## src/sv/msat_pkg.sv

```systemverilog
// ----------------------------------------------------------------------------
// msat_pkg
// Types, codes and header helpers for the 802.15.4 source address table
// ----------------------------------------------------------------------------
package msat_pkg;

    // default sizes
    localparam int unsigned TABLE_ENTRIES_DEF   = 64;
    localparam int unsigned MAX_FRAME_BYTES_DEF = 127;

    // fixed widths (cover the whole parameter range)
    localparam int unsigned IDX_W = 8;
    localparam int unsigned CNT_W = 9;

    // frame control field positions
    localparam int unsigned FCF_PAN_COMP_BIT = 6;

    // command codes
    typedef enum logic [1:0] {
        CMD_FRAME = 2'd0,
        CMD_CLEAR = 2'd1,
        CMD_READ  = 2'd2,
        CMD_NONE  = 2'd3
    } t_cmd;

    // frame outcome codes
    typedef enum logic [1:0] {
        OUT_NONE    = 2'd0,
        OUT_ADDED   = 2'd1,
        OUT_MATCHED = 2'd2,
        OUT_FULL    = 2'd3
    } t_outcome;

    // addressing modes
    typedef enum logic [1:0] {
        AMODE_NONE  = 2'd0,
        AMODE_RSVD  = 2'd1,
        AMODE_SHORT = 2'd2,
        AMODE_LONG  = 2'd3
    } t_amode;

    // query word that travels down the cell chain
    typedef struct packed {
        logic                vld;
        logic                is_read;
        logic                found;
        logic [IDX_W-1:0]    idx;
        logic [63:0]         addr;
        logic                is_long;
        logic signed [7:0]   new_rssi;
        logic signed [7:0]   rssi;
        logic [4:0]          ch;
    } t_token;

    // new entry write, broadcast to all cells
    typedef struct packed {
        logic                en;
        logic [IDX_W-1:0]    idx;
        logic [63:0]         addr;
        logic                is_long;
        logic signed [7:0]   rssi;
        logic [4:0]          ch;
    } t_wr;

    // byte offset of the source address within the frame
    function automatic logic [4:0] src_offset(input logic [15:0] fcf);
        logic [4:0] off;
        begin
            off = 5'd3;
            unique case (t_amode'(fcf[11:10]))
                AMODE_NONE:  off = off;
                AMODE_RSVD:  off = off + 5'd2;
                AMODE_SHORT: off = off + 5'd4;
                AMODE_LONG:  off = off + 5'd10;
                default:     off = off;
            endcase
            if (!fcf[FCF_PAN_COMP_BIT]) off = off + 5'd2;
            return off;
        end
    endfunction

    // source address length in bytes
    function automatic logic [3:0] src_len(input logic [15:0] fcf);
        logic [3:0] len;
        begin
            unique case (t_amode'(fcf[15:14]))
                AMODE_SHORT: len = 4'd2;
                AMODE_LONG:  len = 4'd8;
                default:     len = 4'd0;
            endcase
            return len;
        end
    endfunction

endpackage

```

## src/sv/msat_cell.sv

```systemverilog
// ----------------------------------------------------------------------------
// msat_cell
// One table entry plus one stage of the query chain
// ----------------------------------------------------------------------------
module msat_cell import msat_pkg::*; #(
    parameter int unsigned CELL_IDX = 0
) (
    input  logic              i_clk,
    input  logic              i_rst_n,
    input  t_token            i_tok,
    input  logic [CNT_W-1:0]  i_count,
    input  t_wr               i_wr,
    output t_token            o_tok
);

    logic [63:0]       r_addr;
    logic              r_long;
    logic signed [7:0] r_rssi;
    logic [4:0]        r_ch;
    t_token            r_tok;
    t_token            n_tok;

    logic in_use;
    logic key_hit;
    logic hit;
    logic raise;
    logic wr_here;

    // match against the query word
    always_comb begin
        in_use  = CNT_W'(CELL_IDX) < i_count;
        key_hit = (r_long == i_tok.is_long) && (r_addr == i_tok.addr);
        hit     = i_tok.vld && !i_tok.found && in_use &&
                  (i_tok.is_read ? (i_tok.idx == IDX_W'(CELL_IDX)) : key_hit);
        raise   = hit && !i_tok.is_read && (i_tok.new_rssi > r_rssi);
        wr_here = i_wr.en && (i_wr.idx == IDX_W'(CELL_IDX));
        n_tok   = i_tok;
        if (hit) begin
            n_tok.found   = 1'b1;
            n_tok.addr    = r_addr;
            n_tok.is_long = r_long;
            n_tok.rssi    = raise ? i_tok.new_rssi : r_rssi;
            n_tok.ch      = r_ch;
        end
    end

    // entry storage
    always_ff @(posedge i_clk) begin
        if (wr_here) begin
            r_addr <= i_wr.addr;
            r_long <= i_wr.is_long;
            r_rssi <= i_wr.rssi;
            r_ch   <= i_wr.ch;
        end else if (raise) begin
            r_rssi <= i_tok.new_rssi;
        end
    end

    // chain stage
    always_ff @(posedge i_clk) begin
        if (!i_rst_n) begin
            r_tok.vld <= 1'b0;
        end else begin
            r_tok <= n_tok;
        end
    end

    assign o_tok = r_tok;

endmodule

```

## config.mk

```make
export PLATFORM = sky130hd
export DESIGN_NAME = msat_cell
export DESIGN_NICKNAME = d
export VERILOG_FILES = /design/src/sv/msat_pkg.sv /design/src/sv/msat_cell.sv
export SDC_FILE = /design/constraint.sdc
export NUM_CORES = 1
export LEC_CHECK = 0
export ABC_CLOCK_PERIOD_IN_PS = 3400
export BUFFER_PORTS_ARGS = -buffer_cell sky130_fd_sc_hd__buf_2
export CORE_MARGIN = 2
export CORE_UTILIZATION = 49
export DETAILED_ROUTE_END_ITERATION = 8
export HOLD_SLACK_MARGIN = 0.1
export MAX_ROUTING_LAYER = met4
export PLACE_DENSITY = 0.8
export SYNTH_ARGS = -nofsm -noshare
export SYNTH_HDL_FRONTEND = slang
export SYNTH_SLANG_ARGS = --single-unit
```

## constraint.sdc

```tcl
create_clock -name i_clk -period 3.4 [get_ports i_clk]
set_input_delay 0 -clock i_clk [delete_from_list [all_inputs] [get_ports i_clk]]
set_output_delay 0 -clock i_clk [all_outputs]
set_load 0.03 [all_outputs]
```

# [Word level (Yosys, flattened, before mapping)]
# Index checks and enable logic that the tools add are counted.
# W data, S select, Z words.
[classes] n_lt_le_gt_ge=2 n_eq_ne=2 mux=5 reduce_logical=11
[op_table] op="$mux W65" count=1
[op_table] op="$eq A64 B64 Y1" count=1
[op_table] op="$logic_not A8 Y1" count=2
[op_table] op="$mux W8" count=2
[op_table] op="$mux W13" count=1
[op_table] op="$lt A1 B9 Y1 const A" count=1
[op_table] op="$gt A8 B8 Y1" count=1
[op_table] op="$logic_and A1 B1 Y1" count=7
[op_table] op="$logic_not A1 Y1" count=2
[op_table] op="$eq A1 B1 Y1" count=1
[op_table] op="$mux W1" count=1
[totals] reg_bits=175 input_bits=195

# [Longest topological paths before layout]
[logic_depth] word_depth=8 ltp_mapped=10 ltp_nobuf=9

# [Worst setup path after synthesis]
# No wires, ideal clock.
[synth_timing] kind="input-to-reg" start="input i_wr[80] in the netlist's numbering" end="register r_addr[0], enable pin" arrival_time_ps=2151 t_required_ps=2976 setup_slack_ps=825 cell_stages=4 n_path_buf=1 path_cell_list="nor4_1 > nand4b_1 > clkbuf_1 > inv_1"
[synth_between] elab_chain_len=2
[synth_lines] element="start, declared" line_no="msat_cell.sv:12" text="input t_wr i_wr,"
[synth_lines] element="$logic_not A8 Y1" line_no="msat_cell.sv:36" text="wr_here = i_wr.en && (i_wr.idx == IDX_W'(CELL_IDX));"
[synth_lines] element="$logic_and A1 B1 Y1" line_no="msat_cell.sv:36"
[synth_lines] element="via wr_here" line_no="msat_cell.sv:27" text="logic wr_here;"
[synth_lines] element="end signal, assigned" line_no="msat_cell.sv:50" text="r_addr <= i_wr.addr;"
[synth_lines] element="end, declared" line_no="msat_cell.sv:16" text="logic [63:0] r_addr;"
# The timed path passes the listed nets, and every way through them passes these cells.
# A chain may end at the register's enable or synchronous reset.

==> impl_summary.md <==
Yosys
Counting flops with a built-in enable in the synthesized netlist gives 166. Among all flip-flop cells after synthesis, the most frequent one is edfxtp_1. In the synthesized netlist the async set-or-reset flop fraction comes to 0. The number of cells produced by synthesis is 440. In this run the mean area of a mapped cell was 16.8 um2. The number of register bits inferred by synthesis is 175.

The netlist area before placement is 7400 um2. The number of nets in the synthesized netlist is 643. Of the synthesized area, sequential elements account for 0.698. The Yosys step of the flow raised 0 warnings. The count of distinct cell types in the synthesized netlist is 33.

Timing
Setup repair after global routing left no endpoint under its margin. The final count of pins violating max slew was 0. Of the available clock period, the critical path in the final layout requires 0.897. The fmax is 328 MHz. The final setup slack of the worst path is 351 ps. The slew at the pin closest to its max-slew limit is 806 ps.

Across the routed clock network, the largest skew measured is 10.7 ps. Setup violations remaining at the end of the flow were counted as 0. Headroom to the max-slew limit came out at 0.463. After routing, the total negative slack on setup checks comes to 0 ps. The number of hold-slack violations in the final timing report is 0. The routed design could run at a clock period as short as 3050 ps.

Die
The die is 127 um tall. 292 I/O pins were placed. The area of the core is 14,600 um2. The number of rows in the core area is 44. The initial cell density of the core is 0.506. The floorplan die area is 16,100 um2. The x dimension of the die is 127 um.

Global route
The initial antenna violation count is 0. In the global route stage, met3 resource usage came out at 0.0616. For this run, global-route usage on met2 was measured as 0.512. The global-route wire length before repair is 33,900 um. For this run, the total global-route usage over all layers was measured as 0.290.

The largest net degree at the start of global routing is 58. The global routing stage identified its most utilized layer as met2. The met1 track utilization from global routing is 0.325. The via count of the first global-routing pass is 6,289. The total overflow reported by the global router is 0.

Drt
After detailed routing, the number of remaining DRC violations is 0. The count of antenna-violating nets left after detailed routing is 0. The DRC violation total after the first TritonRoute iteration is 374. Dividing the detail-routed via count by the number of cells gives 5.20. The total via count in the routed design is 5,818. The number of iterations in the first detailed-routing pass is 4. Summed over all layers, the routed wires come to 22,300 um. Dividing the detail-routed wire length by the instance count gives 20.0 um.

Worst setup path
The largest fanout on the critical path is 34. The arrival time at the worst endpoint is 3220 ps. The path type of the worst setup path is flip-flop to flip-flop. The worst path required time is 3570 ps.

The critical path launch point type is a flip-flop. The critical path endpoint category is a flip-flop.

Power and ir drop
For this design the static power due to leakage is 0.00470 uW. The design internal power is 3970 uW. Summed over all nets, the switching power comes to 1260 uW. The proportion of power drawn by the clock network is 0.372.

The net switching fraction of the power is 0.240. The portion of total power attributed to sequential cells is 0.480. Across the VDD grid, the largest voltage drop is 0.334 mV. The fraction of power consumed by combinational cells is 0.149.

Power spread over the standard cell area amounts to 457 nW/um2.

Place
Routability-driven placement finished with a final weighted congestion of 0.811. Input and output buffers added on the ports amount to 291. Timing analysis after detailed placement gives a worst setup slack of 316 ps.

The sum of net half-perimeters after detailed placement is 13,500 um.

Cells and area
The diode insertion count for antenna repair is 0. The area growth from synthesis to layout is 54.6%. Of the cells placed in the final design, the portion with a size suffix greater than 1 is 0.437. The number of nets in the final layout is 1,125.

Clock tree
The clock sink count is 175. CTS placed an instance of clkbuf_16 at the clock tree root. The post-CTS setup buffer count is 0. The worst-skew pair later-pin latency is 430 ps. The count of cells resized by post-cts repair is 0. The CTS tree is done. The number of H-tree levels is 4. No sink is reached through more buffers than the 2 on the longest clock path. Clock-pin slew was measured on the worst setup and hold paths at 60 ps.

The number of buffers created by CTS is 17. The count of hold-fix buffers inserted at cts is 176.

Status
The flow ran to the end, and the final reports show no timing, DRC or antenna violations.

Job
Max-cap violations in this run came to 0.

Hold path
The type of the tightest min-delay check is primary input to flip-flop.
[synth_stat cells (all sizes together) (2+ instances only)]
library cell	number	share of area
dfxtp	9	0.024
nor3	4	0.0027
inv	12	0.0061
nand2b	2	0.0017
nor2	14	0.0074
clkbuf	2	0.0010
xor2	53	0.063
o21ai	9	0.0066
buf	8	0.0071
a211oi	2	0.0020
nand2	9	0.0049
mux2	79	0.12
or3	2	0.0017
a21oi	9	0.0061
nand4	8	0.0068
mux2i	8	0.011
nor4	16	0.014
ha	8	0.014
edfxtp	166	0.67
xnor2	12	0.014
[critical path: stages (launching register included)]
cell and delay, ps:
edfxtp_1 430, xor2_1 180, nor4_1 490, nand4_1 210, or4_4 550, o21ai_2 170, nand2_4 70, buf_4 310
mux2_2 340
[cell families (layout without fill, tap and decap cells)]
| logic type | after synthesis | in the layout | share of synthesized area |
|---|---|---|---|
| and+or+nand+nor | 59 | 59 | 0.0429 |
| AOI/OAI and AO/OA | 24 | 24 | 0.0193 |
| adders and majority gates | 8 | 8 | 0.0135 |
| buffers and inverters | 22 | 516 | 0.0142 |
| DFF | 175 | 175 | 0.698 |
| muxes | 87 | 87 | 0.136 |
| xor gates and xnor gates | 65 | 65 | 0.0769 |
[routing by layer]
metal / part of all wire / up-vias
met3: 0.082 / 41
met5: 0 / -
li1: - / 2636
met4: 0.022 / 0
met2: 0.53 / 368
met1: 0.37 / 2773
[through the flow]
step | cell area (um2) | utilization | power (uW) | hold WS [ps] | cells
after global placement | 9110 | 0.622 | 3130 | 177 | 911
final | 11400 | 0.782 | 5230 | 127 | 1118
after detailed placement | 9110 | 0.622 | 3150 | 178 | 911
after CTS | 11400 | 0.782 | 5220 | 100 | 1118
after floorplan | 7400 | - | 2860 | 98.9 | 440
after global routing | 11400 | 0.782 | 5400 | 137 | 1118
[registers in the layout (all words and copies together) (netlist names)]
register / cells
o_tok: 97
r_rssi: 8
r_addr: 64
r_long: 1
r_ch: 5
[cell type report]
| class | count | area, um2 |
|---|---|---|
| fill | 788 | 3200 |
| sequential | 175 | 5160 |
| clock inverter | 12 | 144 |
| tap | 184 | 230 |
| timing repair buffer | 473 | 3290 |
| inverter | 12 | 45.0 |
| multi-input combinational | 243 | 2140 |
| clock buffer | 19 | 433 |
[cells in the final DEF, fill, tap and decap left out, types with 8 or more instances in the layout]
| master | count |
|---|---|
| nor4_1 | 16 |
| nand4_1 | 8 |
| o21ai_0 | 8 |
| mux2i_1 | 8 |
| ha_1 | 8 |
| buf_2 | 290 |
| nor2_1 | 13 |
| dlygate4sd3_1 | 176 |
| nand2_1 | 8 |
| xnor2_1 | 12 |
| clkbuf_16 | 17 |
| edfxtp_1 | 166 |
| dfxtp_1 | 9 |
| a21oi_1 | 9 |
| mux2_2 | 70 |
| mux2_4 | 9 |
| xor2_1 | 53 |
| inv_1 | 11 |
[final timing paths]
check	to	depth (start not counted)	slack [ps]	from
setup reg to reg	o_tok[62]	8	350	r_addr[42]
setup / recovery	o_tok[62]	8	350	r_addr[42]
hold / removal	r_rssi[4]	4	130	i_wr[86]
hold reg to reg	r_rssi[7]	2	550	r_rssi[7]
[power groups by stage]
stage	Combinational, uW	Clock (uW)	Sequential (uW)
5_1_grt	822	2060	2510
3_5_place_dp	598	0	2550
2_1_floorplan	119	0	2740
4_1_cts	757	1960	2500
6_report	778	1940	2510
3_3_place_gp	582	0	2540
Note: power is estimated with default switching activity, not from simulation.
