**src/sv/msat_pkg.sv**
```systemverilog
// ----------------------------------------------------------------------------
// msat_pkg
// Types, codes and header helpers for the 802.15.4 source address table
// ----------------------------------------------------------------------------
package msat_pkg;

    // default sizes
    localparam int unsigned TABLE_ENTRIES_DEF   = 64;
    localparam int unsigned MAX_FRAME_BYTES_DEF = 127;

    // fixed widths (cover the whole parameter range)
    localparam int unsigned IDX_W = 8;
    localparam int unsigned CNT_W = 9;

    // frame control field positions
    localparam int unsigned FCF_PAN_COMP_BIT = 6;

    // command codes
    typedef enum logic [1:0] {
        CMD_FRAME = 2'd0,
        CMD_CLEAR = 2'd1,
        CMD_READ  = 2'd2,
        CMD_NONE  = 2'd3
    } t_cmd;

    // frame outcome codes
    typedef enum logic [1:0] {
        OUT_NONE    = 2'd0,
        OUT_ADDED   = 2'd1,
        OUT_MATCHED = 2'd2,
        OUT_FULL    = 2'd3
    } t_outcome;

    // addressing modes
    typedef enum logic [1:0] {
        AMODE_NONE  = 2'd0,
        AMODE_RSVD  = 2'd1,
        AMODE_SHORT = 2'd2,
        AMODE_LONG  = 2'd3
    } t_amode;

    // query word that travels down the cell chain
    typedef struct packed {
        logic                vld;
        logic                is_read;
        logic                found;
        logic [IDX_W-1:0]    idx;
        logic [63:0]         addr;
        logic                is_long;
        logic signed [7:0]   new_rssi;
        logic signed [7:0]   rssi;
        logic [4:0]          ch;
    } t_token;

    // new entry write, broadcast to all cells
    typedef struct packed {
        logic                en;
        logic [IDX_W-1:0]    idx;
        logic [63:0]         addr;
        logic                is_long;
        logic signed [7:0]   rssi;
        logic [4:0]          ch;
    } t_wr;

    // byte offset of the source address within the frame
    function automatic logic [4:0] src_offset(input logic [15:0] fcf);
        logic [4:0] off;
        begin
            off = 5'd3;
            unique case (t_amode'(fcf[11:10]))
                AMODE_NONE:  off = off;
                AMODE_RSVD:  off = off + 5'd2;
                AMODE_SHORT: off = off + 5'd4;
                AMODE_LONG:  off = off + 5'd10;
                default:     off = off;
            endcase
            if (!fcf[FCF_PAN_COMP_BIT]) off = off + 5'd2;
            return off;
        end
    endfunction

    // source address length in bytes
    function automatic logic [3:0] src_len(input logic [15:0] fcf);
        logic [3:0] len;
        begin
            unique case (t_amode'(fcf[15:14]))
                AMODE_SHORT: len = 4'd2;
                AMODE_LONG:  len = 4'd8;
                default:     len = 4'd0;
            endcase
            return len;
        end
    endfunction

endpackage

```
**src/sv/msat_ctrl.sv**
```systemverilog
// ----------------------------------------------------------------------------
// msat_ctrl
// Frame header parser, query launch and result formatting
// ----------------------------------------------------------------------------
module msat_ctrl import msat_pkg::*; #(
    parameter int unsigned TABLE_ENTRIES   = TABLE_ENTRIES_DEF,
    parameter int unsigned MAX_FRAME_BYTES = MAX_FRAME_BYTES_DEF
) (
    input  logic              i_clk,
    input  logic              i_rst_n,
    input  logic              start,
    output logic              busy,
    input  logic [1:0]        i_command,
    input  logic [7:0]        i_frame_byte,
    input  logic              i_last_byte,
    input  logic signed [7:0] i_rssi,
    input  logic [4:0]        i_channel,
    input  logic [5:0]        i_read_index,
    output t_token            o_launch,
    input  t_token            i_exit,
    output logic [CNT_W-1:0]  o_count,
    output t_wr               o_wr,
    output logic              o_strobe,
    output logic              o_result_kind,
    output logic [1:0]        o_outcome,
    output logic              o_entry_valid,
    output logic [63:0]       o_entry_addr,
    output logic              o_entry_addr_long,
    output logic signed [7:0] o_entry_rssi,
    output logic [4:0]        o_entry_channel,
    output logic [6:0]        o_device_count
);

    // control state
    logic              r_busy;
    logic [6:0]        r_pos, n_pos;
    logic [15:0]       r_fcf, n_fcf;
    logic [63:0]       r_shift, n_shift;
    logic [CNT_W-1:0]  r_count, n_count;
    logic [4:0]        r_chan;

    // result register
    logic              r_strobe;
    logic              r_kind;
    t_outcome          r_outcome;
    logic              r_evalid;
    logic [63:0]       r_eaddr;
    logic              r_elong;
    logic signed [7:0] r_erssi;
    logic [4:0]        r_ech;
    logic [CNT_W-1:0]  r_dcount;

    logic       accept;
    t_cmd       cmd;
    logic       pos_ok;
    logic [6:0] len;
    logic [4:0] off;
    logic [3:0] sl;
    logic [7:0] src_end;
    logic       in_win;
    logic [2:0] lane;
    logic       qual;
    logic       frame_end;
    logic       launch;
    logic       room;

    // header tracking for the incoming byte
    always_comb begin
        accept    = start && !r_busy;
        cmd       = t_cmd'(i_command);
        pos_ok    = r_pos < 7'(MAX_FRAME_BYTES);
        n_fcf     = r_fcf;
        n_shift   = r_shift;
        off       = src_offset(r_fcf);
        sl        = src_len(r_fcf);
        src_end   = 8'(off) + 8'(sl);
        in_win    = (sl != 4'd0) && ({1'b0, r_pos} >= 8'(off)) && ({1'b0, r_pos} < src_end);
        lane      = 3'(r_pos - 7'(off));
        if (pos_ok) begin
            if (r_pos == 7'd0) begin
                n_fcf[7:0] = i_frame_byte;
            end else if (r_pos == 7'd1) begin
                n_fcf[15:8] = i_frame_byte;
            end else if (in_win) begin
                n_shift[{lane, 3'b000} +: 8] = i_frame_byte;
            end
        end
        len       = pos_ok ? r_pos + 7'd1 : r_pos;
        frame_end = accept && (cmd == CMD_FRAME) && i_last_byte;
        // qualification on the updated header
        qual      = (len >= 7'd3) && (src_len(n_fcf) != 4'd0) &&
                    ((8'(src_offset(n_fcf)) + 8'(src_len(n_fcf))) <= {1'b0, len});
        launch    = (frame_end && qual) || (accept && (cmd == CMD_READ));
        room      = r_count < CNT_W'(TABLE_ENTRIES);
    end

    // query word into the first cell
    always_comb begin
        o_launch          = '0;
        o_launch.vld      = launch;
        o_launch.is_read  = (cmd == CMD_READ);
        o_launch.idx      = IDX_W'(i_read_index);
        o_launch.addr     = n_shift;
        o_launch.is_long  = (src_len(n_fcf) == 4'd8);
        o_launch.new_rssi = i_rssi;
    end

    // new entry on a miss with room left
    always_comb begin
        o_wr         = '0;
        o_wr.en      = i_exit.vld && !i_exit.is_read && !i_exit.found && room;
        o_wr.idx     = IDX_W'(r_count);
        o_wr.addr    = i_exit.addr;
        o_wr.is_long = i_exit.is_long;
        o_wr.rssi    = i_exit.new_rssi;
        o_wr.ch      = r_chan;
    end

    // next frame position and entry count
    always_comb begin
        n_pos   = r_pos;
        n_count = r_count;
        if (accept && (cmd == CMD_FRAME)) begin
            n_pos = i_last_byte ? 7'd0 : len;
        end
        if (accept && (cmd == CMD_CLEAR)) begin
            n_count = '0;
        end else if (o_wr.en) begin
            n_count = r_count + CNT_W'(1);
        end
    end

    // control registers
    always_ff @(posedge i_clk) begin
        if (!i_rst_n) begin
            r_busy  <= 1'b0;
            r_pos   <= '0;
            r_fcf   <= '0;
            r_shift <= '0;
            r_count <= '0;
        end else begin
            r_count <= n_count;
            r_pos   <= n_pos;
            if (launch) begin
                r_busy <= 1'b1;
            end else if (i_exit.vld) begin
                r_busy <= 1'b0;
            end
            if (frame_end) begin
                r_fcf   <= '0;
                r_shift <= '0;
            end else if (accept && (cmd == CMD_FRAME)) begin
                r_fcf   <= n_fcf;
                r_shift <= n_shift;
            end
        end
    end

    // channel of the frame in flight
    always_ff @(posedge i_clk) begin
        if (frame_end) begin
            r_chan <= i_channel;
        end
    end

    // result strobe
    always_ff @(posedge i_clk) begin
        if (!i_rst_n) begin
            r_strobe <= 1'b0;
        end else begin
            r_strobe <= i_exit.vld || (frame_end && !qual);
        end
    end

    // result word
    always_ff @(posedge i_clk) begin
        if (i_exit.vld) begin
            r_kind   <= i_exit.is_read;
            r_dcount <= n_count;
            if (i_exit.found) begin
                r_outcome <= i_exit.is_read ? OUT_NONE : OUT_MATCHED;
                r_evalid  <= 1'b1;
                r_eaddr   <= i_exit.addr;
                r_elong   <= i_exit.is_long;
                r_erssi   <= i_exit.rssi;
                r_ech     <= i_exit.ch;
            end else if (!i_exit.is_read && room) begin
                r_outcome <= OUT_ADDED;
                r_evalid  <= 1'b1;
                r_eaddr   <= i_exit.addr;
                r_elong   <= i_exit.is_long;
                r_erssi   <= i_exit.new_rssi;
                r_ech     <= r_chan;
            end else begin
                r_outcome <= i_exit.is_read ? OUT_NONE : OUT_FULL;
                r_evalid  <= 1'b0;
                r_eaddr   <= '0;
                r_elong   <= 1'b0;
                r_erssi   <= '0;
                r_ech     <= '0;
            end
        end else if (frame_end && !qual) begin
            r_kind    <= 1'b0;
            r_outcome <= OUT_NONE;
            r_evalid  <= 1'b0;
            r_eaddr   <= '0;
            r_elong   <= 1'b0;
            r_erssi   <= '0;
            r_ech     <= '0;
            r_dcount  <= r_count;
        end
    end

    assign busy              = r_busy;
    assign o_count           = r_count;
    assign o_strobe          = r_strobe;
    assign o_result_kind     = r_kind;
    assign o_outcome         = r_outcome;
    assign o_entry_valid     = r_evalid;
    assign o_entry_addr      = r_eaddr;
    assign o_entry_addr_long = r_elong;
    assign o_entry_rssi      = r_erssi;
    assign o_entry_channel   = r_ech;
    assign o_device_count    = 7'(r_dcount);

endmodule

```
**config.mk**
```make
export PLATFORM = sky130hd
export DESIGN_NAME = msat_ctrl
export DESIGN_NICKNAME = d
export VERILOG_FILES = /design/src/sv/msat_pkg.sv /design/src/sv/msat_ctrl.sv
export SDC_FILE = /design/constraint.sdc
export NUM_CORES = 1
export LEC_CHECK = 0
export ABC_AREA = 1
export BUFFER_PORTS_ARGS = -buffer_cell sky130_fd_sc_hd__buf_2
export CORE_AREA = 2 2 162 164
export DETAILED_ROUTE_END_ITERATION = 12
export DIE_AREA = 0 0 164 166
export GPL_TIMING_DRIVEN = 0
export PLACE_DENSITY = 0.71
export SLEW_MARGIN = 20
export SYNTH_ARGS = -nofsm -noshare
export SYNTH_HDL_FRONTEND = slang
export SYNTH_SLANG_ARGS = --single-unit
export TNS_END_PERCENT = 10
```
**constraint.sdc**
```tcl
create_clock -name i_clk -period 6.5 [get_ports i_clk]
set_input_delay 0.65 -clock i_clk [delete_from_list [all_inputs] [get_ports i_clk]]
set_output_delay 0.65 -clock i_clk [all_outputs]
set_load 0.02 [all_outputs]
```
* Yosys cells after proc, flatten, opt, wreduce, memory -nomap -nowiden
Index checks and enable logic that the tools add are counted.
** Word-level totals
- Output and inout bits :: 284
- Word-level logic and storage cells :: 130
- Register bits after elaboration :: 192
** Cells by class
- Equality and inequality tests :: 14
- Order comparisons :: 6
- Mux-type cells :: 49
- Reduce and logical (&&, ||, !) cells :: 32
- Add/subtract/negate cells :: 8
- Bitwise operators :: 2
- Shifts and indexed selects :: 2
** Operators by type and width (number)
- two-way mux 64 bit :: 8
- bitwise mux 64 bit :: 1
- variable shift 8 x 8 -> 64 bit (first input constant) :: 1
- indexed part select 8 x 8 -> 64 bit :: 1
- two-way mux 8 bit :: 7
- case mux 5 bit (4 select lines) :: 2
- two-way mux 5 bit :: 6
- two-way mux 7 bit :: 4
- == test 2 bit (second input constant) :: 9
- two-way mux 9 bit :: 2
- two-way mux 16 bit :: 1
- case mux 4 bit (2 select lines) :: 2
- logical AND 1 bit :: 15
- adder 5 x 4 -> 6 bit :: 2
- two-way mux 2 bit :: 6
- adder 5 x 2 -> 5 bit (second input constant) :: 2
- two-way mux 1 bit :: 10
- adder 9 x 1 -> 9 bit (second input constant) :: 1
- < comparator 9 x 7 -> 1 bit (second input constant) :: 1
- negation 6 -> 8 bit :: 1
- nonzero test 4 bit :: 2
- adder 7 x 1 -> 7 bit (second input constant) :: 1
- == test 7 x 1 -> 1 bit (second input constant) :: 1
- greater-or-equal comparator 7 x 2 -> 1 bit (second input constant) :: 1
- 16 further kinds :: 26

* Depth between registers and ports, before layout
Gate-level depths: netlist (run 1).
- Depth after elaboration :: 15
- Depth in mapped cells :: 24
- Mapped depth without buffers :: 24

* Least setup slack after synthesis (run 1)
No wires, ideal clock.
- Kind :: register to register
- Start :: reg r_pos[0]
- End :: reg r_eaddr[0] (netlist: o_entry_addr[0]), enable pin
- Period minus slack after synthesis :: 5.244 ns
- Data required time :: 6.050 ns
- Cell stages (with the launch flop) :: 20
- Library setup time :: 0.450 ns
- Arrival :: 4.794 ns
- Path slack :: 1.256 ns
- Cell sequence :: dfxtp_1 -> buf_6 -> inv_1 -> ha_1 -> nand3_4 -> nand2_2 -> o21ai_0 -> xor2_1 -> ha_1 -> ha_1 -> xor2_1 -> ha_1 -> nand3_1 -> o211ai_1 -> nand2_1 -> nand2_1 -> nand2_1 -> nand2_1 -> nand2_1 -> nand2_1
** On the way
- Word-level cells in the longest chain between the ends :: 14
** Ends and longest elaborated chain
- start: declaration :: line msat_ctrl.sv:36 : logic [6:0] r_pos, n_pos;
- start signal: assignment :: line msat_ctrl.sv:143 : r_pos <= n_pos;
- parallel branches: the longest is 10 deep, another holds < comparator 7 bit
- logical AND 1 bit (*) :: line msat_ctrl.sv:91 : qual = (len >= 7'd3) && (src_len(n_fcf) != 4'd0) &&
- zero test 1 bit (*) :: line msat_ctrl.sv:202 : end else if (frame_end && !qual) begin
- logical AND 1 bit (*) :: line msat_ctrl.sv:202
- nonzero test 2 bit (no line) (*)
- end signal: assignment :: line msat_ctrl.sv:183 : r_eaddr <= i_exit.addr;
- end signal: assignment :: line msat_ctrl.sv:190 : r_eaddr <= i_exit.addr;
- end: declaration :: line msat_ctrl.sv:47 : logic [63:0] r_eaddr;
Every way passes the cells marked *. The select of a mux whose other input is x is not followed.
A chain may end at the register's enable or synchronous reset.

* Final worst setup path (run 1)
- Start :: reg r_pos[0]
- End :: out o_launch[96] in the netlist's numbering
** On the way
- Word-level cells in the longest chain between the ends :: 13
** Ends and longest elaborated chain
- parallel branches: the longest is 10 deep, another holds < comparator 7 bit
- logical AND 1 bit (*) :: line msat_ctrl.sv:91
- logical AND 1 bit (*) :: line msat_ctrl.sv:93 : launch = (frame_end && qual) || (accept && (cmd == CMD_READ));
- logical OR 1 bit (*) :: line msat_ctrl.sv:93
- end: declaration :: line msat_ctrl.sv:19 : output t_token o_launch,
Marked as above.

==> flow_summary.yaml, run 1 <==
timing:
  grt_setup_unrepaired: "no"
  final-hold-violation-count: 0
  layout_min_cycle_time_ns: 4.85
  finalClockSkew_ns: 0.0161
  finalWorstSetupSlack_ns: 1.65
  slew_violations: 0
  tightest_slew_ns: 0.760
  maxSlewHeadroom_pct: 49.3
  fmax_mhz: 206
  tns_ns: 0
  fin_hold_ws_ns: 0.388
  setup_violations: 0
  fin_crit_sh_pct: 74.6
power:
  combPwrFrac_pct: 19.3
  p_sw_mw: 0.908
  power.internal_mw: 2.01
  power_density_mw_per_mm2: 219
  power_mw: 2.92
  swShare_pct: 31.1
  leakagePower_nw: 7.48
  p_clk_share_pct: 36.5
  irDropWorstVdd_mv: 0.125
  pwr-share-seq_pct: 44.3
cts:
  cts_max_level: 4
  clockBufferDepth: 2
  clock-sinks: 181
  path_clk_slew_ns: 0.08
  cts-root-buf: "clkbuf_16"
  ctsResizeCount: 0
  cts_hold_buf: 0
  insertion_delay_ns: 0.45
  cts_buffers: 17
  postCtsSetupBuffers: 0
  cts_tree: "built"
detailed_routing:
  wl_mm: 32.9
  drc_errors: 0
  viasPerCell: 4.67
  drt_iter0_markers: 598
  antenna_left: 0
  drt_first_pass_iters: 5
  via_count: 9776
  wl_per_cell_um: 15.7
global_routing:
  grt_overflow_total: 0
  grt_pass1_wl_mm: 48.7
  grt_max_degree: 52
  grt_antenna_before_repair: 9
  grt_pass1_vias: 9023
  track_usage_pct: 23.3
setup_path:
  cpMaxStageDelayCell: "o21ai_0"
  start_kind: "flop"
  cp-end-kind: "primary output"
  cp_common_cell: "nand2_1"
  cp_slowest_stage_delay_ns: 0.42
  worst-path-max-fanout: 10
  critPathArrivalTime_ns: 4.20
  cp_cell_sequence: "buf_6, inv_1, ha_1, nand3_4, o21ai_0, inv_1, o21ai_0, inv_1, ha_1, nand3_1, nand2_1, ha_1, nand2_1, inv_1, o21ai_0, o211ai_1, nand2_1, nand2_1, nand2_1, nand3_1, nand2_1, buf_4, buf_2"
  cp.required_ns: 5.85
  criticalPathCategory: "reg2out"
run_status:
  status: "finished clean"
floorplanning:
  dieArea_mm2: 0.0272
  fp.coreArea_mm2: 0.0256
  num_rows: 59
  die_x_um: 164
  ioPinCount: 414
  dieHeight_um: 166
  start_util_pct: 40.5
yosys:
  synth_seq_cells: 181
  ys_async_sr_fraction_pct: 0
  yosysMostFrequentCell: "nand2_1"
  ys_types: 44
  synth-seq-area-share_pct: 44.0
  synth_common_cells: "nand2_1 (258), inv_1 (225), nor2_1 (225)"
  syn_avg_cell_area_um2: 7.79
  yosysTopAreaCell: "edfxtp_1"
  synth_edf_count: 94
  syn_inst: 1331
  synth_area_leaders: "edfxtp_1 (27%), dfxtp_1 (17%), nand2_1 (9.3%)"
  syn_area_mm2: 0.0104
  yosysWarnings: 0
  synth_flop_cell: "edfxtp_1"
  netlist.area_leader.share_pct: 27.2
min_path:
  min_path_type: "in2reg"
placed_design:
  dp_hpwl_mm: 26.2
  post-place-cells: 2057
  port_buffers: 373
  dp_slack_ns: 1.82
  place_congestion: 0.895
finish:
  nets: 1902
  seq_area_mm2: 0.00456
  fillers: 2449
  multi_input_area_mm2: 0.00391
  drive_above_1_share_pct: 33.6
  area_delta_synth_final_pct: 28.7
  finalNonFillerCells: 2093
job:
  maxCapViolCount: 0
stage by stage:
step	util, %	area, µm²
floorplan	-	10400
global placement	49.7	12700
detailed placement	49.8	12700
CTS	52.1	13300
global route	52.1	13300
finish	52.1	13300
cell type report:
| type | count | share of cell area [%] |
|---|---|---|
| flip-flops and latches | 181 | 34.2 |
| repair buffers | 374 | 14.1 |
| clock buffers | 17 | 3.19 |
| well taps | 335 | 3.14 |
| inverters | 237 | 6.80 |
| clock inverters | 15 | 1.22 |
| plain buffers | 155 | 7.91 |
| diodes | 4 | 0.0750 |
| multi-input cells | 775 | 29.3 |
layout by cell type (no fill, tap or decap), types with 4 or more instances in the layout:
cell type	netlist	final
diode_2	0	4
xor2_1	4	4
dfxtp_1	87	87
clkbuf_16	0	17
conb_1	2	19
ha_1	30	30
nand2_1	258	257
nor3_1	4	4
inv_4	4	4
nand4_1	23	23
xnor2_1	4	4
edfxtp_1	94	94
o21ai_2	12	12
nand2_2	8	8
clkbuf_1	23	23
buf_2	13	386
nand3_1	57	57
nor2_8	6	6
o21ai_1	18	18
a21oi_2	4	4
a21oi_1	27	27
o21ai_0	41	41
a32o_1	13	13
clkinv_1	2	4
nor2_1	225	225
inv_8	1	6
buf_4	113	113
inv_2	5	5
inv_1	225	225
flip-flops by register name, summed over array words and instances, names as in the netlist, 2 cells and up:
register / cells
o_entry_addr: 64
o_entry_rssi: 8
o_entry_channel: 5
r_pos: 7
o_count: 9
r_shift: 64
r_chan: 5
r_fcf: 5
r_dcount: 7
o_outcome: 2
layer usage:
layer	track usage, %	vias up	share of wire (%)
li1	-	4831	-
met1	26.6	4462	39
met2	40.0	384	48
met3	6.37	87	7.8
met4	11.2	12	4.7
met5	0	-	0.24
cells by family (layout without fill, tap and decap cells):
group | count (synthesis) | count (layout) | synth area share, %
AO/OA/AOI/OAI | 122 | 122 | 7.42
buffers and inverters | 392 | 798 | 18.9
XOR/XNOR | 8 | 8 | 0.676
flip-flops | 181 | 181 | 44.0
AND/OR/NAND/NOR | 595 | 595 | 25.1
adder cells (fa/ha/maj) | 31 | 31 | 3.81
other | 2 | 23 | 0.0724
critical path: cells and delay by family, from the launching register on:
family / cells / cell delay (ns)
buffers and inverters: 7 / 0.82
AOI/OAI and AO/OA: 4 / 1.01
and+or+nand+nor: 9 / 0.73
adders and majority gates: 3 / 0.81
DFF: 1 / 0.41
power by group through the flow:
stage / Clock, mW / Sequential, mW / Combinational [mW]
after floorplan: 0 / 1.37 / 0.305
after global placement: 0 / 1.32 / 0.552
after detailed placement: 0 / 1.32 / 0.562
after CTS: 1.07 / 1.29 / 0.564
after global routing: 1.12 / 1.30 / 0.610
final: 1.06 / 1.29 / 0.562
path summary, 6_finish.rpt:
kind / slack [ns] / depth (start not counted) / from / to
min reg2reg: 0.45 / 2 / o_count[8] / o_count[8]
max: 1.65 / 23 / r_pos[0] / o_launch[96]
min: 0.39 / 1 / i_channel[3] / r_chan[3]
max reg2reg: 1.82 / 20 / r_pos[0] / o_entry_addr[33]
Power figures use the tool's default switching activity.
==> run 2, diff against run 1 <==
Settings changed: CORE_AREA 2 2 162 164 to 2 2 160 162, DIE_AREA 0 0 164 166 to 0 0 162 164, PLACE_DENSITY 0.71 to 0.75.
Clock period 6.5 ns to 4.3 ns, I/O delays scaled along.
==> run 2 against run 1 <==
- non-clock buffer count grew 2
- critical path depth grew 1
- total power grew 52%
- largest power group unchanged
==> flow_summary.yaml, run 2 (synthesized netlist as in run 1, its figures left out) <==
floorplanning:
  ioPinCount: 414
  dieArea_mm2: 0.0266
  fp.coreArea_mm2: 0.0248
  start_util_pct: 41.8
  dieHeight_um: 164
  die_x_um: 162
  num_rows: 58
global_routing:
  grt_pass1_vias: 8841
  grt_overflow_total: 0
  track_usage_pct: 24.1
  grt_pass1_wl_mm: 49.2
  grt_antenna_before_repair: 8
  grt_max_degree: 90
timing:
  finalWorstSetupSlack_ns: 0.277
  tightest_slew_ns: 0.743
  layout_min_cycle_time_ns: 4.02
  final-hold-violation-count: 0
  slew_violations: 0
  finalClockSkew_ns: 0.0203
  maxSlewHeadroom_pct: 50.5
  fmax_mhz: 249
  fin_crit_sh_pct: 93.6
  tns_ns: 0
  grt_setup_unrepaired: "no"
  setup_violations: 0
detailed_routing:
  wl_per_cell_um: 16.1
  drt_iter0_markers: 694
  drt_first_pass_iters: 6
  antenna_left: 0
  via_count: 9809
  wl_mm: 33.7
  viasPerCell: 4.69
  drc_errors: 0
cts:
  clockBufferDepth: 2
  cts_buffers: 17
  insertion_delay_ns: 0.44
  cts_max_level: 4
  cts-root-buf: "clkbuf_16"
  path_clk_slew_ns: 0.08
  cts_tree: "built"
  clock-sinks: 181
placed_design:
  place_congestion: 0.911
  placed_area_mm2: 0.0127
  port_buffers: 373
  dp_slack_ns: -0.141
  dp_hpwl_mm: 26.6
setup_path:
  worst-path-max-fanout: 10
  start_kind: "flop"
  cp.required_ns: 3.87
  criticalPathCategory: "reg2out"
  critPathArrivalTime_ns: 3.59
  cp-end-kind: "primary output"
  ff2ff_setup_slack_ns: 0.43
finish:
  area_delta_synth_final_pct: 29.3
  final_common_cell: "buf_2"
  nets: 1904
  fin_area_mm2: 0.0134
  drive_above_1_share_pct: 34.4
  final_util_pct: 54.0
  most-common-layout-cells: "buf_2 (386), nand2_1 (257), nor2_1 (224), inv_1 (224), buf_4 (116)"
power:
  leakagePower_nw: 7.52
  power_density_mw_per_mm2: 330
  irDropWorstVdd_mv: 0.182
job:
  maxCapViolCount: 0
run_status:
  status: "finished clean"
min_path:
  min_path_type: "in2reg"
-- run 2: power breakdown --
part | internal [mW] | switching (mW) | total, mW
registers | 1.92 | 0.0359 | 1.96
clock network | 0.813 | 0.805 | 1.62
logic | 0.294 | 0.562 | 0.856
-- run 2: final timing paths --
check                    start                to  cells after the start
hold / removal    i_channel[4]         r_chan[4]                      1
setup reg to reg      r_pos[0]  o_entry_addr[17]                     20
hold reg to reg     o_count[8]        o_count[8]                      2
setup / recovery      r_pos[0]      o_launch[96]                     24
-- run 2: layer usage --
metal  global-route usage (%)  vias to the layer above  wire length (µm)
li1                         -                     4845                 -
met1                     29.9                     4471             13700
met2                     41.5                      423             16500
met3                     4.77                       62              2610
met4                     9.09                        8               905
met5                        0                        -                52
-- run 2: per-stage QoR --
stage               hold slack, ns  instances  total power, mW
finish                       0.164       2090             4.43
detailed placement           0.448       2051             2.84
global placement             0.434       2051             2.83
global route                 0.151       2088             4.60
CTS                          0.150       2083             4.45
floorplan                    0.498       1348             2.54
-- run 2: final cells by class --
cell class	instances	area (µm²)
Antenna cell	4	10.0
Buffer	155	1060
Clock buffer	17	425
Clock inverter	15	176
Fill cell	2320	11400
Inverter	237	911
Multi-Input combinational cell	775	3960
Sequential cell	181	4570
Tap cell	330	413
Timing Repair Buffer	376	1890
-- run 2: worst max-delay path, stage by stage (launching register included) --
cell	delay, ns
dfxtp_4	0.36
buf_6	0.15
clkinvlp_4	0.11
ha_2	0.20
nand3_4	0.12
nand2_4	0.10
nand2_1	0.10
o21ai_2	0.10
o21ai_0	0.16
inv_1	0.06
ha_1	0.30
nand3_1	0.09
nand2_1	0.05
ha_1	0.29
nand2_1	0.07
inv_1	0.03
o21ai_1	0.11
o211ai_1	0.09
nand2_1	0.07
nand2_1	0.05
nand2_1	0.07
nand3_1	0.13
nand2_1	0.10
buf_4	0.10
buf_2	0.15
-- run 2: what timing repair did --
item,CTS,global route
endpoints found under the setup margin,90,88
resized for setup,8,10
hold buffers,0,0
buffers inserted,0,3
